File: src/rtl/lpg_pkg.sv
// Shared constants and types for the line pixel generator.
`default_nettype none

package lpg_pkg;

  // Fixed field widths
  localparam int FIELD_BITS   = 16;
  localparam int COLOR_BITS   = 16;
  localparam int SIZE_BITS    = 11;
  localparam int CFG_IDX_BITS = 2;

  // Word modes
  localparam logic MODE_START   = 1'b0;
  localparam logic MODE_ADVANCE = 1'b1;

  // Configuration register indexes
  localparam logic [CFG_IDX_BITS-1:0] CFG_SCREEN_WIDTH  = 2'd0;
  localparam logic [CFG_IDX_BITS-1:0] CFG_SCREEN_HEIGHT = 2'd1;

  // Register reset values
  localparam logic [SIZE_BITS-1:0] RESET_SCREEN_WIDTH  = 11'd240;
  localparam logic [SIZE_BITS-1:0] RESET_SCREEN_HEIGHT = 11'd320;

  // Flags that the step logic hands back to the top level
  typedef struct packed {
    logic pixel_valid;
    logic last_pixel;
    logic line_active;
    logic use_new_color;
  } step_flags_t;

endpackage

`default_nettype wire

File: src/rtl/lpg_step.sv
// Combinational Bresenham step: endpoint clamp, line set-up and one walk step.
`default_nettype none

module lpg_step import lpg_pkg::*; #(
  parameter int COORD_BITS = 10
) (
  input  wire logic                   mode,
  input  wire logic [FIELD_BITS-1:0]  start_x,
  input  wire logic [FIELD_BITS-1:0]  start_y,
  input  wire logic [FIELD_BITS-1:0]  end_x,
  input  wire logic [FIELD_BITS-1:0]  end_y,
  input  wire logic [SIZE_BITS-1:0]   screen_width,
  input  wire logic [SIZE_BITS-1:0]   screen_height,
  // current line state
  input  wire logic [COORD_BITS-1:0]  cur_x,
  input  wire logic [COORD_BITS-1:0]  cur_y,
  input  wire logic [COORD_BITS-1:0]  target_x,
  input  wire logic [COORD_BITS-1:0]  target_y,
  input  wire logic [COORD_BITS-1:0]  abs_dx,
  input  wire logic [COORD_BITS-1:0]  abs_dy,
  input  wire logic                   x_step_negative,
  input  wire logic                   y_step_negative,
  input  wire logic signed [COORD_BITS+1:0] error_term,
  input  wire logic                   line_active,
  // next line state
  output logic [COORD_BITS-1:0]       cur_x_next,
  output logic [COORD_BITS-1:0]       cur_y_next,
  output logic [COORD_BITS-1:0]       target_x_next,
  output logic [COORD_BITS-1:0]       target_y_next,
  output logic [COORD_BITS-1:0]       abs_dx_next,
  output logic [COORD_BITS-1:0]       abs_dy_next,
  output logic                        x_step_negative_next,
  output logic                        y_step_negative_next,
  output logic signed [COORD_BITS+1:0] error_term_next,
  output step_flags_t                 flags
);

  localparam int LW = FIELD_BITS + 1;
  localparam int EW = COORD_BITS + 2;
  localparam logic [LW-1:0] COORD_MAX = LW'((1 << COORD_BITS) - 1);

  function automatic logic [COORD_BITS-1:0] clamp_coord(
    input logic [FIELD_BITS-1:0] v,
    input logic [SIZE_BITS-1:0]  size
  );
    logic [LW-1:0] lim;
    logic [LW-1:0] vx;
    vx  = LW'(v);
    lim = (size == '0) ? '0 : LW'(size - SIZE_BITS'(1));
    if (lim > COORD_MAX) lim = COORD_MAX;
    if (vx > lim) vx = lim;
    return vx[COORD_BITS-1:0];
  endfunction

  logic [COORD_BITS-1:0] x0, y0, x1, y1;
  logic                  xn0, yn0;
  logic [COORD_BITS-1:0] dx0, dy0;
  logic signed [EW-1:0]  err0;
  logic signed [EW-1:0]  sdx, sdy;
  logic                  move_x, move_y;
  logic [COORD_BITS-1:0] wx, wy;
  logic signed [EW-1:0]  werr;
  logic                  at_end_start, at_end_walk;

  // Start: clamp, deltas, initial error
  always_comb begin
    x0  = clamp_coord(start_x, screen_width);
    y0  = clamp_coord(start_y, screen_height);
    x1  = clamp_coord(end_x, screen_width);
    y1  = clamp_coord(end_y, screen_height);
    xn0 = x1 < x0;
    yn0 = y1 < y0;
    dx0 = xn0 ? x0 - x1 : x1 - x0;
    dy0 = yn0 ? y0 - y1 : y1 - y0;
    if (dx0 > dy0) begin
      err0 = $signed(EW'(dx0 >> 1));
    end else begin
      err0 = -$signed(EW'(dy0 >> 1));
    end
    at_end_start = (x0 == x1) && (y0 == y1);
  end

  // Walk: one step from the stored state
  always_comb begin
    sdx    = $signed(EW'(abs_dx));
    sdy    = $signed(EW'(abs_dy));
    move_x = error_term > -sdx;
    move_y = error_term < sdy;
    werr   = error_term - (move_x ? sdy : '0) + (move_y ? sdx : '0);
    wx     = cur_x;
    wy     = cur_y;
    if (move_x) wx = x_step_negative ? cur_x - 1'b1 : cur_x + 1'b1;
    if (move_y) wy = y_step_negative ? cur_y - 1'b1 : cur_y + 1'b1;
    at_end_walk = (wx == target_x) && (wy == target_y);
  end

  always_comb begin
    cur_x_next           = cur_x;
    cur_y_next           = cur_y;
    target_x_next        = target_x;
    target_y_next        = target_y;
    abs_dx_next          = abs_dx;
    abs_dy_next          = abs_dy;
    x_step_negative_next = x_step_negative;
    y_step_negative_next = y_step_negative;
    error_term_next      = error_term;
    flags                = '0;
    flags.line_active    = line_active;
    unique case (mode)
      MODE_START: begin
        cur_x_next           = x0;
        cur_y_next           = y0;
        target_x_next        = x1;
        target_y_next        = y1;
        abs_dx_next          = dx0;
        abs_dy_next          = dy0;
        x_step_negative_next = xn0;
        y_step_negative_next = yn0;
        error_term_next      = err0;
        flags.pixel_valid    = 1'b1;
        flags.last_pixel     = at_end_start;
        flags.line_active    = !at_end_start;
        flags.use_new_color  = 1'b1;
      end
      MODE_ADVANCE: begin
        if (line_active) begin
          cur_x_next        = wx;
          cur_y_next        = wy;
          error_term_next   = werr;
          flags.pixel_valid = 1'b1;
          flags.last_pixel  = at_end_walk;
          flags.line_active = !at_end_walk;
        end
      end
      default: begin
        flags.line_active = line_active;
      end
    endcase
  end

endmodule

`default_nettype wire

File: src/rtl/line_pixel_generator.sv
// Top level of the line pixel generator: Bresenham walker with registered output word.
//
//  channel  | handshake           | payload
//  ---------+---------------------+------------------------------------------------
//  in       | in_valid / in_stall | mode, start_x, start_y, end_x, end_y, line_color
//  out      | out_valid/out_stall | pixel_x, pixel_y, pixel_color, pixel_valid,
//           |                     | last_pixel
//  cfg      | cfg_we              | cfg_index, cfg_data
//
// One word in, one word out. An accepted word shows on the output in the next cycle;
// one word per clock is sustained while the output is not stalled, set by the single
// step path from the line state registers back to themselves.
// rst is synchronous: clears the line and out_valid and restores the screen size.
// in_stall is raised only while a finished word sits in the output register and the
// downstream side stalls it; otherwise a new word is taken in the same cycle the old
// one leaves.
`default_nettype none

module line_pixel_generator import lpg_pkg::*; #(
  parameter int COORD_BITS = 10
) (
  input  wire logic                    clk,
  input  wire logic                    rst,
  // input words
  input  wire logic                    in_valid,
  output logic                         in_stall,
  input  wire logic                    mode,
  input  wire logic [FIELD_BITS-1:0]   start_x,
  input  wire logic [FIELD_BITS-1:0]   start_y,
  input  wire logic [FIELD_BITS-1:0]   end_x,
  input  wire logic [FIELD_BITS-1:0]   end_y,
  input  wire logic [COLOR_BITS-1:0]   line_color,
  // output words
  output logic                         out_valid,
  input  wire logic                    out_stall,
  output logic [COORD_BITS-1:0]        pixel_x,
  output logic [COORD_BITS-1:0]        pixel_y,
  output logic [COLOR_BITS-1:0]        pixel_color,
  output logic                         pixel_valid,
  output logic                         last_pixel,
  // configuration writes
  input  wire logic                    cfg_we,
  input  wire logic [CFG_IDX_BITS-1:0] cfg_index,
  input  wire logic [SIZE_BITS-1:0]    cfg_data
);

  // Screen size registers
  logic [SIZE_BITS-1:0] screen_width;
  logic [SIZE_BITS-1:0] screen_height;

  // Line state
  logic [COORD_BITS-1:0]        cur_x, cur_y, target_x, target_y;
  logic [COORD_BITS-1:0]        abs_dx, abs_dy;
  logic                         x_step_negative, y_step_negative;
  logic signed [COORD_BITS+1:0] error_term;
  logic [COLOR_BITS-1:0]        held_color;
  logic                         line_active;

  logic [COORD_BITS-1:0]        cur_x_next, cur_y_next, target_x_next, target_y_next;
  logic [COORD_BITS-1:0]        abs_dx_next, abs_dy_next;
  logic                         x_step_negative_next, y_step_negative_next;
  logic signed [COORD_BITS+1:0] error_term_next;
  step_flags_t                  flags;
  logic [COLOR_BITS-1:0]        color_next;
  logic                         accept;

  // Input is held off only when the output word is full and stalled
  assign in_stall = out_valid && out_stall;
  assign accept   = in_valid && !in_stall;

  always_ff @(posedge clk) begin
    if (rst) begin
      screen_width  <= RESET_SCREEN_WIDTH;
      screen_height <= RESET_SCREEN_HEIGHT;
    end else if (cfg_we) begin
      // indexes past the register list are dropped
      if (cfg_index == CFG_SCREEN_WIDTH)  screen_width  <= cfg_data;
      if (cfg_index == CFG_SCREEN_HEIGHT) screen_height <= cfg_data;
    end
  end

  lpg_step #(
    .COORD_BITS (COORD_BITS)
  ) u_step (
    .mode                 (mode),
    .start_x              (start_x),
    .start_y              (start_y),
    .end_x                (end_x),
    .end_y                (end_y),
    .screen_width         (screen_width),
    .screen_height        (screen_height),
    .cur_x                (cur_x),
    .cur_y                (cur_y),
    .target_x             (target_x),
    .target_y             (target_y),
    .abs_dx               (abs_dx),
    .abs_dy               (abs_dy),
    .x_step_negative      (x_step_negative),
    .y_step_negative      (y_step_negative),
    .error_term           (error_term),
    .line_active          (line_active),
    .cur_x_next           (cur_x_next),
    .cur_y_next           (cur_y_next),
    .target_x_next        (target_x_next),
    .target_y_next        (target_y_next),
    .abs_dx_next          (abs_dx_next),
    .abs_dy_next          (abs_dy_next),
    .x_step_negative_next (x_step_negative_next),
    .y_step_negative_next (y_step_negative_next),
    .error_term_next      (error_term_next),
    .flags                (flags)
  );

  // A start takes the new colour; the rest of a line keeps the held one
  assign color_next = flags.use_new_color ? line_color : held_color;

  // Line state: control bit reset, payload updated on every accepted word
  always_ff @(posedge clk) begin
    if (rst) begin
      line_active <= 1'b0;
    end else if (accept) begin
      line_active <= flags.line_active;
    end
  end

  always_ff @(posedge clk) begin
    if (accept) begin
      cur_x           <= cur_x_next;
      cur_y           <= cur_y_next;
      target_x        <= target_x_next;
      target_y        <= target_y_next;
      abs_dx          <= abs_dx_next;
      abs_dy          <= abs_dy_next;
      x_step_negative <= x_step_negative_next;
      y_step_negative <= y_step_negative_next;
      error_term      <= error_term_next;
      held_color      <= color_next;
    end
  end

  // Output word register
  always_ff @(posedge clk) begin
    if (rst) begin
      out_valid <= 1'b0;
    end else if (accept) begin
      out_valid <= 1'b1;
    end else if (!out_stall) begin
      out_valid <= 1'b0;
    end
  end

  always_ff @(posedge clk) begin
    if (accept) begin
      // an advance with no line gives an all-zero word
      pixel_x     <= flags.pixel_valid ? cur_x_next : '0;
      pixel_y     <= flags.pixel_valid ? cur_y_next : '0;
      pixel_color <= flags.pixel_valid ? color_next : '0;
      pixel_valid <= flags.pixel_valid;
      last_pixel  <= flags.last_pixel;
    end
  end

endmodule

`default_nettype wire

File: config.mk
export PLATFORM = sky130hd
export DESIGN_NAME = line_pixel_generator
export DESIGN_NICKNAME = d
export VERILOG_FILES = /design/src/rtl/lpg_pkg.sv /design/src/rtl/lpg_step.sv /design/src/rtl/line_pixel_generator.sv
export SDC_FILE = /design/constraint.sdc
export NUM_CORES = 1
export LEC_CHECK = 0
export ABC_AREA = 1
export BUFFER_PORTS_ARGS = -buffer_cell sky130_fd_sc_hd__buf_2
export CORE_UTILIZATION = 29
export DETAILED_ROUTE_END_ITERATION = 8
export REMOVE_ABC_BUFFERS = 1
export SLEW_MARGIN = 10
export SYNTH_ARGS = -nofsm -noshare
export SYNTH_HDL_FRONTEND = slang
export SYNTH_SLANG_ARGS = --single-unit
File: constraint.sdc
create_clock -name clk -period 7.95 [get_ports clk]
set_input_delay 1.1925 -clock clk [delete_from_list [all_inputs] [get_ports clk]]
set_output_delay 1.1925 -clock clk [all_outputs]
set_load 0.005 [all_outputs]
# After elaboration in Yosys (flattened, before gate mapping)
# Index checks and enable logic that the tools add are counted.
# W data, S select, Z words.
word_totals:
  regBits: 152
  out_inout_bits: 40
classes:
  n_addsub: 14
  bitwise: 1
  eq_ne: 7
  muxes: 28
  n_lt_le_gt_ge: 11
  n_reduce_logical: 14
ops:
  columns: ["cell", "count"]
  rows:
  - ["$mux W10", 14]
  - ["$gt A16 B17 Y1", 4]
  - ["$mux W17", 4]
  - ["$eq A10 B10 Y1", 4]
  - ["$pmux W10 S2", 2]
  - ["$sub A10 B10 Y10", 4]
  - ["$gt A17 B10 Y1 const B", 2]
  - ["$mux W12", 2]
  - ["$pmux W12 S2", 1]
  - ["$sub A11 B1 Y12 const B", 2]
  - ["$logic_not A11 Y1", 2]
  - ["$add A10 B1 Y10 const B", 2]
  - ["$lt A10 B10 Y1", 2]
  - ["$sub A10 B1 Y10 const B", 2]
  - ["$mux W16", 1]
  - ["$add A12 B12 Y12", 1]
  - ["$gt A12 B12 Y1", 1]
  - ["$lt A12 B11 Y1", 1]
  - ["$neg A10 Y12", 1]
  - ["$neg A9 Y12", 1]
  - ["$sub A12 B12 Y12", 1]
  - ["$gt A10 B10 Y1", 1]
  - ["$reduce_and A2 Y1", 4]
  - ["$pmux W3 S2", 1]
  - ["other kinds (8)", 15]

# Longest topological paths before layout
# Gate-level depths: netlist of run 1.
depth:
  depth_word: 11
  ltp_mapped: 53

# Modules after synthesis
# From an unflattened synthesis of run 1, not the netlist that was laid out.
unflattened:
  cells_unflattened: 2007
  area_unflattened_um2: 14440.1
by_module_without_submodules:
  columns: ["module", "cells_each", "seq_area_each_um2", "area_per_inst_um2", "n_inst"]
  rows:
  - ["lpg_step", 1622, 0.0, 9125.0, 1]
  - ["line_pixel_generator", 385, 4324.1, 5315.1, 1]

# Worst setup path after synthesis of run 1
# No wires, ideal clock.
synth_timing:
  path_type: "input port to flip-flop"
  start: "input port out_stall"
  end: "register abs_dx[0], enable pin"
  path_stages: 5
  slack_ns: 0.757
  t_required_ns: 7.509
  arrival_time_ns: 6.752
  cell_sequence: "nand2_1 > inv_1 > nor2_1 > inv_1 > nor2_1"
synth_via:
  elab_chain_cells: 4
synth_rtl:
  columns: ["element", "line", "text"]
  rows:
  - ["start, declared", "line_pixel_generator.sv:35", "input wire logic out_stall,"]
  - ["$logic_and A1 B1 Y1", "line_pixel_generator.sv:68", "assign in_stall = out_valid && out_stall;"]
  - ["via in_stall", "line_pixel_generator.sv:26", "output logic in_stall,"]
  - ["$logic_not A1 Y1", "line_pixel_generator.sv:69", "assign accept = in_valid && !in_stall;"]
  - ["$logic_and A1 B1 Y1", "line_pixel_generator.sv:69", null]
  - ["via accept", "line_pixel_generator.sv:65", "logic accept;"]
  - ["$reduce_and A2 Y1 (no source line)", null, null]
  - ["end signal, assigned", "line_pixel_generator.sv:132", "abs_dx <= abs_dx_next;"]
  - ["end, declared", "line_pixel_generator.sv:53", "logic [COORD_BITS-1:0] abs_dx, abs_dy;"]
# The timed path passes the listed nets, and every way through them passes these cells.
# A chain may end at the register's enable or synchronous reset.

# Worst setup path in the final report of run 1
layout_timing:
  start: "register screen_height[0]"
  end: "register error_term[9], data pin"
layout_via:
  elab_chain_cells: 11
layout_rtl:
  columns: ["element", "line", "text"]
  rows:
  - ["start, declared", "line_pixel_generator.sv:49", "logic [SIZE_BITS-1:0] screen_height;"]
  - ["start signal, assigned", "line_pixel_generator.sv:78", "if (cfg_index == CFG_SCREEN_HEIGHT) screen_height <= cfg_data;"]
  - ["$sub A11 B1 Y12 or $logic_not A11 Y1 (tied branches)", "lpg_step.sv:49", "lim = (size == '0) ? '0 : LW'(size - SIZE_BITS'(1));"]
  - ["$mux W17 (*)", "lpg_step.sv:49", null]
  - ["$gt A17 B10 Y1", "lpg_step.sv:50", "if (lim > COORD_MAX) lim = COORD_MAX;"]
  - ["$mux W17 (*)", "lpg_step.sv:50", null]
  - ["$gt A16 B17 Y1", "lpg_step.sv:51", "if (vx > lim) vx = lim;"]
  - ["$mux W10 (*)", "lpg_step.sv:51", null]
  - ["via u_step.y1[0]", "lpg_step.sv:55", "logic [COORD_BITS-1:0] x0, y0, x1, y1;"]
  - ["$lt A10 B10 Y1 (*)", "lpg_step.sv:72", "yn0 = y1 < y0;"]
  - ["via u_step.yn0", "lpg_step.sv:56", "logic xn0, yn0;"]
  - ["$mux W10 (*)", "lpg_step.sv:74", "dy0 = yn0 ? y0 - y1 : y1 - y0;"]
  - ["via u_step.dy0[1]", "lpg_step.sv:57", "logic [COORD_BITS-1:0] dx0, dy0;"]
  - ["$neg A9 Y12 or $gt A10 B10 Y1 (tied branches)", "lpg_step.sv:78, lpg_step.sv:75", null]
  - ["$mux W12 (*)", "lpg_step.sv:75", "if (dx0 > dy0) begin"]
  - ["$pmux W12 S2 (*)", "lpg_step.sv:109", "unique case (mode)"]
  - ["via error_term_next[9]", "line_pixel_generator.sv:62", "logic signed [COORD_BITS+1:0] error_term_next;"]
  - ["end signal, assigned", "line_pixel_generator.sv:136", "error_term <= error_term_next;"]
  - ["end, declared", "line_pixel_generator.sv:55", "logic signed [COORD_BITS+1:0] error_term;"]
# The timed path passes the listed nets; every way through them passes the cells marked *.

==> impl_metrics.env, run 1 <==
export IMPL_synth_edf_count=128
export IMPL_power_density_cell_area_mw_per_mm2=285
export IMPL_synth_mux_area_fraction_pct=0.396
export IMPL_synth_seq_cells=152
export IMPL_grt_start_max_net_pins=56
export IMPL_synth_fa_ha_area_share_pct=17.8
export IMPL_synth_cell_area_sq_mm=0.0136
export IMPL_grt_first_pass_wirelength_um=64000
export IMPL_drive_gt1_share_pct=13.0
export IMPL_instances_no_fill=2605
export IMPL_synth_top_family_by_area="simple AND/OR/NAND/NOR gates"
export IMPL_required_ns=8.14
export IMPL_ff2ff_path_depth=45
export IMPL_die_area_sq_mm=0.0477
export IMPL_totalWireLength_um=40300
export IMPL_dp_cells=2563
export IMPL_outcome="completed"
export IMPL_synthesis_instances=1815
export IMPL_buffer_ports_inserted=138
export IMPL_final_period_minus_worst_setup_slack_ns=7.25
export IMPL_async_reset_ff_share_pct=0
export IMPL_yosys_area_top_type_share_pct=28.3
export IMPL_cpMaxStageDelayCell="fa_1"
export IMPL_most_area_hungry_cell_type_in_the_yosys_netlist="edfxtp_1"
export IMPL_hold_crit_depth=2
export IMPL_cts_tree="yes"
export IMPL_insertion_delay_to_the_later_sink_of_the_worst_skew_pair_ns=0.45
export IMPL_finalCoreUtilization_pct=34.6
export IMPL_grt_ovfl_total=0
export IMPL_post_route_period_util_pct=91.2
export IMPL_fill_cells=4824
export IMPL_synthDistinctLibCells=58
export IMPL_critical_path_arrival_ns=7.44
export IMPL_peakVddDrop_mv=0.153
export IMPL_drt_iter0_markers=830
export IMPL_post_drt_wl_per_cell_um=15.5
export IMPL_hp_class="flip-flop to flip-flop"
export IMPL_worst_clock_skew_ns=0.0113
export IMPL_dieWidth_um=218
export IMPL_ant_nets=0
export IMPL_critPathTopFamily="compound AO/OA/AOI/OAI gates"
export IMPL_vias=12500
export IMPL_first_global_vias=12200
export IMPL_final_seq_area_sq_mm=0.00432
export IMPL_drt_pre_antenna_iters=5
export IMPL_max_freq_ghz=0.138
export IMPL_multiInputGateArea_sq_mm=0.00825
export IMPL_crit_path_end_kind="flip-flop"
export IMPL_synth_area_per_cell_sq_um=7.48
export IMPL_place_gp_congestion=0.932
export IMPL_synth_area_top_cells="edfxtp_1, ha_1, nand2_1"
export IMPL_critical_path_n_buffers_inverters=9
export IMPL_nets=2275
export IMPL_setup_viols_final=0
export IMPL_cts_root_buffer_cell="clkbuf_16"
export IMPL_relSlewSlack_pct=21.1
export IMPL_cp_depth=45
export IMPL_synth_compound_area_share_pct=11.9
export IMPL_antenna_cells_inserted=0
export IMPL_finish_instance_area_sq_mm=0.0158
export IMPL_placeableCoreArea_sq_mm=0.0458
export IMPL_die_h_um=218
export IMPL_timing_max_cap_violations=0
export IMPL_leakage_uw=0.00788
export IMPL_max_incr_delay_on_cp_ns=0.42
export IMPL_number_of_ports_placed_on_the_die_boundary=139
export IMPL_yosys_most_used_dff="edfxtp_1"
export IMPL_worst_slew_pin_transition_ns=1.17
export IMPL_total_power_uw=4520
export IMPL_clock_tree_buffer_depth=2
export IMPL_detailed_place_hpwl_um=32500
export IMPL_synth_to_layout_area_growth_pct=16.7
export IMPL_number_of_antenna_violations_at_the_first_check_in_global_routing=0
export IMPL_start_util_pct=29.7
export IMPL_std_cell_rows=78
export IMPL_numCtsBuffers=17
export IMPL_yosys_warnings=0
export IMPL_h_tree_depth=4
export IMPL_final_setup_tns_ns=0
export IMPL_detail_route_vias_per_cell=4.81
export IMPL_timing_final_hold_violations=0
export IMPL_number_of_drc_violations_after_detailed_routing=0
export IMPL_ff_to_ff_setup_slack_ns=0.70
export IMPL_synth_xor_xnor_area_share_pct=3.84
export IMPL_timing_worst_setup_path_type="flip-flop to flip-flop"
export IMPL_post_synth_and_or_nand_nor_area_fraction_pct=25.2
export IMPL_maxSlewViolCount=0
export IMPL_cts_sinks=152
export IMPL_cell_area_reported_after_detailed_placement_sq_mm=0.0151
export IMPL_critical_path_peak_fanout=10
export IMPL_critical_path_startpoint_type="flip-flop"
export IMPL_synth_sequential_area_ratio_pct=31.8
export IMPL_globalRouteTotalUtil_pct=17.1
export IMPL_post_cts_clock_slew_at_the_launch_and_capture_registers_of_the_worst_setup_and_hold_paths_ns=0.06
placed cells by master, fill, tap and decap left out, types with 5 or more instances in the layout:
cell,instances
buf_4,25
nand2_2,9
fa_1,16
a211oi_1,6
xor2_1,43
inv_2,6
nor4_1,5
o21ai_2,6
inv_1,274
xnor2_1,9
ha_1,167
nor2_2,5
clkinvlp_4,5
nand2_1,483
clkbuf_16,17
nand3b_1,8
dfxtp_1,24
nand4_1,31
o211ai_1,7
nor2_1,108
nor2_4,5
a31oi_1,7
a21oi_1,125
buf_2,138
o22ai_1,5
or2_2,13
nor3_1,15
o21ai_1,8
nand3_1,107
conb_1,28
edfxtp_1,128
o21ai_0,110
a21o_1,5
sequential cells by signal, indices dropped and copies added, names as in the netlist, 10 cells and up:
signal,count
pixel_y,10
target_x,10
pixel_x,10
held_color,16
cur_x,10
cur_y,10
target_y,10
screen_width,11
abs_dy,10
screen_height,11
abs_dx,10
error_term,12
pixel_color,16
layer usage:
| metal | wire length, um | share of wire, % | global-route usage (%) | up-vias |
|---|---|---|---|---|
| met5 | 0 | 0 | 0 | - |
| met4 | 841 | 2.1 | 4.85 | 0 |
| met3 | 1470 | 3.6 | 2.84 | 47 |
| met2 | 19000 | 47 | 28.9 | 299 |
| met1 | 19000 | 47 | 22.4 | 5855 |
| li1 | - | - | - | 6340 |
logic make-up (layout without fill, tap and decap cells):
family / after synthesis / in the layout
AND/OR/NAND/NOR: 803 / 803
buffers and inverters: 316 / 479
AO/OA/AOI/OAI: 297 / 297
adder cells (fa/ha/maj): 184 / 184
flip-flops: 152 / 152
XOR/XNOR: 57 / 57
multiplexers: 5 / 5
other: 1 / 28
power by group:
part / leakage, uW / switching [uW] / internal [uW] / total, uW
logic: 0.00619 / 1670 / 919 / 2590
registers: 0.00143 / 81.1 / 1040 / 1120
clock network: 0.000268 / 372 / 436 / 807
synth_stat cells (8+ instances only):
cell type / instances
a21oi_1: 125
o21ai_0: 113
or2_2: 13
fa_1: 16
nor2_1: 113
ha_1: 168
a31oi_1: 10
nand3b_1: 8
dfxtp_1: 24
edfxtp_1: 128
clkbuf_1: 22
xor2_1: 45
nand2_1: 486
nand3_1: 107
nand4_1: 31
xnor2_1: 9
o21ai_1: 8
inv_1: 279
nor3_1: 15
path summary, 6_finish.rpt:
check | from | to
min | screen_height[1]$_SDFFE_PP0P_ | screen_height[1]$_SDFFE_PP0P_
max | screen_height[0]$_SDFFE_PP0P_ | error_term[9]$_DFFE_PP_
min reg2reg | screen_height[1]$_SDFFE_PP0P_ | screen_height[1]$_SDFFE_PP0P_
max reg2reg | screen_height[0]$_SDFFE_PP0P_ | error_term[9]$_DFFE_PP_
per-stage QoR:
step / setup WS [ns] / hold WS, ns
finish: 0.702 / 0.478
floorplan: 0.757 / 0.449
detailed placement: 0.253 / 0.474
CTS: 0.220 / 0.483
global placement: 0.420 / 0.460
global route: -0.00535 / 0.518
layout make-up:
class,instances,area share [%]
Clock buffer,17,2.68
Timing Repair Buffer,163,5.54
Clock inverter,15,0.892
Tap cell,600,4.74
Inverter,282,6.70
Multi-Input combinational cell,1374,52.1
Timing Repair inverter,2,0.0790
Sequential cell,152,27.3
worst register-to-register path: cells and delay by family, from the launching register on:
kind            cells  cell delay, ns
fa+ha+maj           5            1.45
compound gates     15            2.37
buf+inv             9            0.89
flops               1            0.31
simple gates       16            1.99
repair_timing:
action | in CTS | in global routing
setup endpoints to repair | 0 | 12
buffers inserted | 0 | 8
hold buffers | 0 | 0
gates resized for setup | 0 | 26
Note: power is estimated with default switching activity, not from simulation.
==> run 2, diff against run 1 <==
CORE_UTILIZATION = 55   (was 29)
PLACE_DENSITY = 0.75   (was not set)
==> run 2 against run 1 <==
Against the previous run: flip-flop and latch count stayed put; combinational power hardly changed; sequential share of layout area is 0.74 points higher; largest power group unchanged.
==> impl_metrics.env, run 2 (synthesized netlist as in run 1, its figures left out) <==
export IMPL_clock_tree_buffer_depth=2
export IMPL_relSlewSlack_pct=32.8
export IMPL_cell_area_reported_after_detailed_placement_sq_mm=0.0147
export IMPL_final_period_minus_worst_setup_slack_ns=7.48
export IMPL_required_ns=8.11
export IMPL_cts_sinks=152
export IMPL_peakVddDrop_mv=0.157
export IMPL_ant_nets=0
export IMPL_critical_path_peak_fanout=15
export IMPL_detail_route_vias_per_cell=5.40
export IMPL_drive_gt1_share_pct=12.6
export IMPL_worst_clock_skew_ns=0.0121
export IMPL_number_of_antenna_violations_at_the_first_check_in_global_routing=0
export IMPL_hold_start="screen_width[1]$_SDFFE_PP0P_"
export IMPL_launching_point_of_the_worst_reg2reg_path="screen_width[0]$_SDFFE_PP0P_"
export IMPL_timing_max_cap_violations=0
export IMPL_vias=12500
export IMPL_number_of_ports_placed_on_the_die_boundary=139
export IMPL_placeableCoreArea_sq_mm=0.0242
export IMPL_finish_instance_area_sq_mm=0.0154
export IMPL_maxSlewViolCount=0
export IMPL_post_cts_clock_slew_at_the_launch_and_capture_registers_of_the_worst_setup_and_hold_paths_ns=0.07
export IMPL_grt_start_max_net_pins=73
export IMPL_fill_cells=2201
export IMPL_layout_cells_most_common="nand2_1"
export IMPL_dieWidth_um=159
export IMPL_cpMaxStageDelayCell="fa_1"
export IMPL_hp_class="flip-flop to flip-flop"
export IMPL_hold_buffers=0
export IMPL_synth_to_layout_area_growth_pct=13.6
export IMPL_outcome="completed"
export IMPL_detailed_place_hpwl_um=29000
export IMPL_place_gp_congestion=0.974
export IMPL_die_area_sq_mm=0.0253
export IMPL_cts_tree="yes"
export IMPL_antenna_cells_inserted=0
export IMPL_grt_first_pass_wirelength_um=58900
export IMPL_critical_path_arrival_ns=7.64
export IMPL_drt_pre_antenna_iters=5
export IMPL_setup_viols_final=0
export IMPL_grt_ovfl_total=0
export IMPL_globalRouteTotalUtil_pct=29.1
export IMPL_critical_path_n_buffers_inverters=6
export IMPL_first_global_vias=12100
export IMPL_critical_path_startpoint_type="flip-flop"
export IMPL_timing_worst_setup_path_type="flip-flop to flip-flop"
export IMPL_post_drt_wl_per_cell_um=15.6
export IMPL_power_density_cell_area_mw_per_mm2=291
export IMPL_h_tree_depth=4
export IMPL_timing_final_hold_violations=0
export IMPL_buffer_ports_inserted=138
export IMPL_post_route_period_util_pct=94.1
export IMPL_nets=2268
export IMPL_insertion_delay_to_the_later_sink_of_the_worst_skew_pair_ns=0.44
export IMPL_max_incr_delay_on_cp_ns=0.40
export IMPL_std_cell_rows=57
export IMPL_worst_setup_path_startpoint="screen_width[0]$_SDFFE_PP0P_"
export IMPL_crit_path_end_kind="flip-flop"
export IMPL_cts_root_buffer_cell="clkbuf_16"
export IMPL_crit_path_frequent_cell="nand2_1"
export IMPL_totalWireLength_um=36300
export IMPL_start_util_pct=56.0
export IMPL_die_h_um=159
export IMPL_finalCoreUtilization_pct=63.6
export IMPL_most_frequent_cells_in_the_layout="nand2_1, inv_1, ha_1, buf_2, edfxtp_1"
export IMPL_leakage_uw=0.00785
export IMPL_number_of_drc_violations_after_detailed_routing=0
export IMPL_reg_top3="held_color x16, pixel_color x16, error_term x12"
export IMPL_critPathTopFamily="compound AO/OA/AOI/OAI gates"
export IMPL_max_freq_ghz=0.134
export IMPL_worst_slew_pin_transition_ns=1.00
export IMPL_drt_iter0_markers=825
export IMPL_total_power_uw=4480
export IMPL_numCtsBuffers=17
[run 2: cell types whose count changed in the layout (fill, tap and decap cells not counted), moves of 2 or more]
cell / delta
buf_4: -5
clkinv_4: -3
inv_1: +2
clkinv_1: -2
xor2_2: -2
o21ai_0: -3
xor2_1: +2
o21ai_1: +4
[run 2: worst paths after layout]
check / end / slack, ns / depth (start not counted)
hold reg to reg: screen_width[1]$_SDFFE_PP0P_ / 0.48 / 2
setup / recovery: error_term[2]$_DFFE_PP_ / 0.47 / 43
hold / removal: screen_width[1]$_SDFFE_PP0P_ / 0.48 / 2
setup reg to reg: error_term[2]$_DFFE_PP_ / 0.47 / 43
[run 2: metrics by stage]
stage	hold slack [ns]	setup TNS [ns]	worst slack (ns)	instances
floorplan	0.449	0	0.757	1808
global placement	0.460	0	0.163	2283
detailed placement	0.472	0	0.0190	2283
finish	0.484	0	0.467	2322
global route	0.516	-0.128	-0.0468	2322
CTS	0.482	0	0.111	2315
[run 2: repair_timing]
item	4_1_cts	5_1_grt
hold endpoints to repair	0	0
setup buffers	0	7
gates resized for setup	1	23
setup endpoints to repair	2	12
[run 2: area by class of cell]
type | instances | area [sq um] | share of cell area [%]
Inverter | 282 | 1060 | 6.89
Clock inverter | 14 | 136 | 0.884
Sequential cell | 152 | 4320 | 28.0
Tap cell | 324 | 405 | 2.63
Multi-Input combinational cell | 1374 | 8230 | 53.3
Timing Repair Buffer | 158 | 841 | 5.45
Clock buffer | 18 | 429 | 2.78
[run 2: power by group]
group	switching [uW]	internal, uW	total (uW)	leakage (uW)
Clock	368	438	806	0.000266
Combinational	1650	912	2560	0.00616
Sequential	76.8	1040	1120	0.00143
[run 2: worst reg2reg max path: cells and delay by family, from the launching register on]
kind,cells,cell delay (ns)
compound gates,17,2.67
fa+ha+maj,5,1.51
xor+xnor,1,0.31
flops,1,0.31
simple gates,14,1.66
buf+inv,6,0.76
[run 2: metal layers]
layer  routed length (um)  GRT usage [%]  vias to the layer above
met5                    0              0                        -
met4                  909           10.3                        0
met3                 2210           4.04                       60
met2                17300           50.1                      403
met1                15900           37.5                     5751
li1                     -              -                     6333
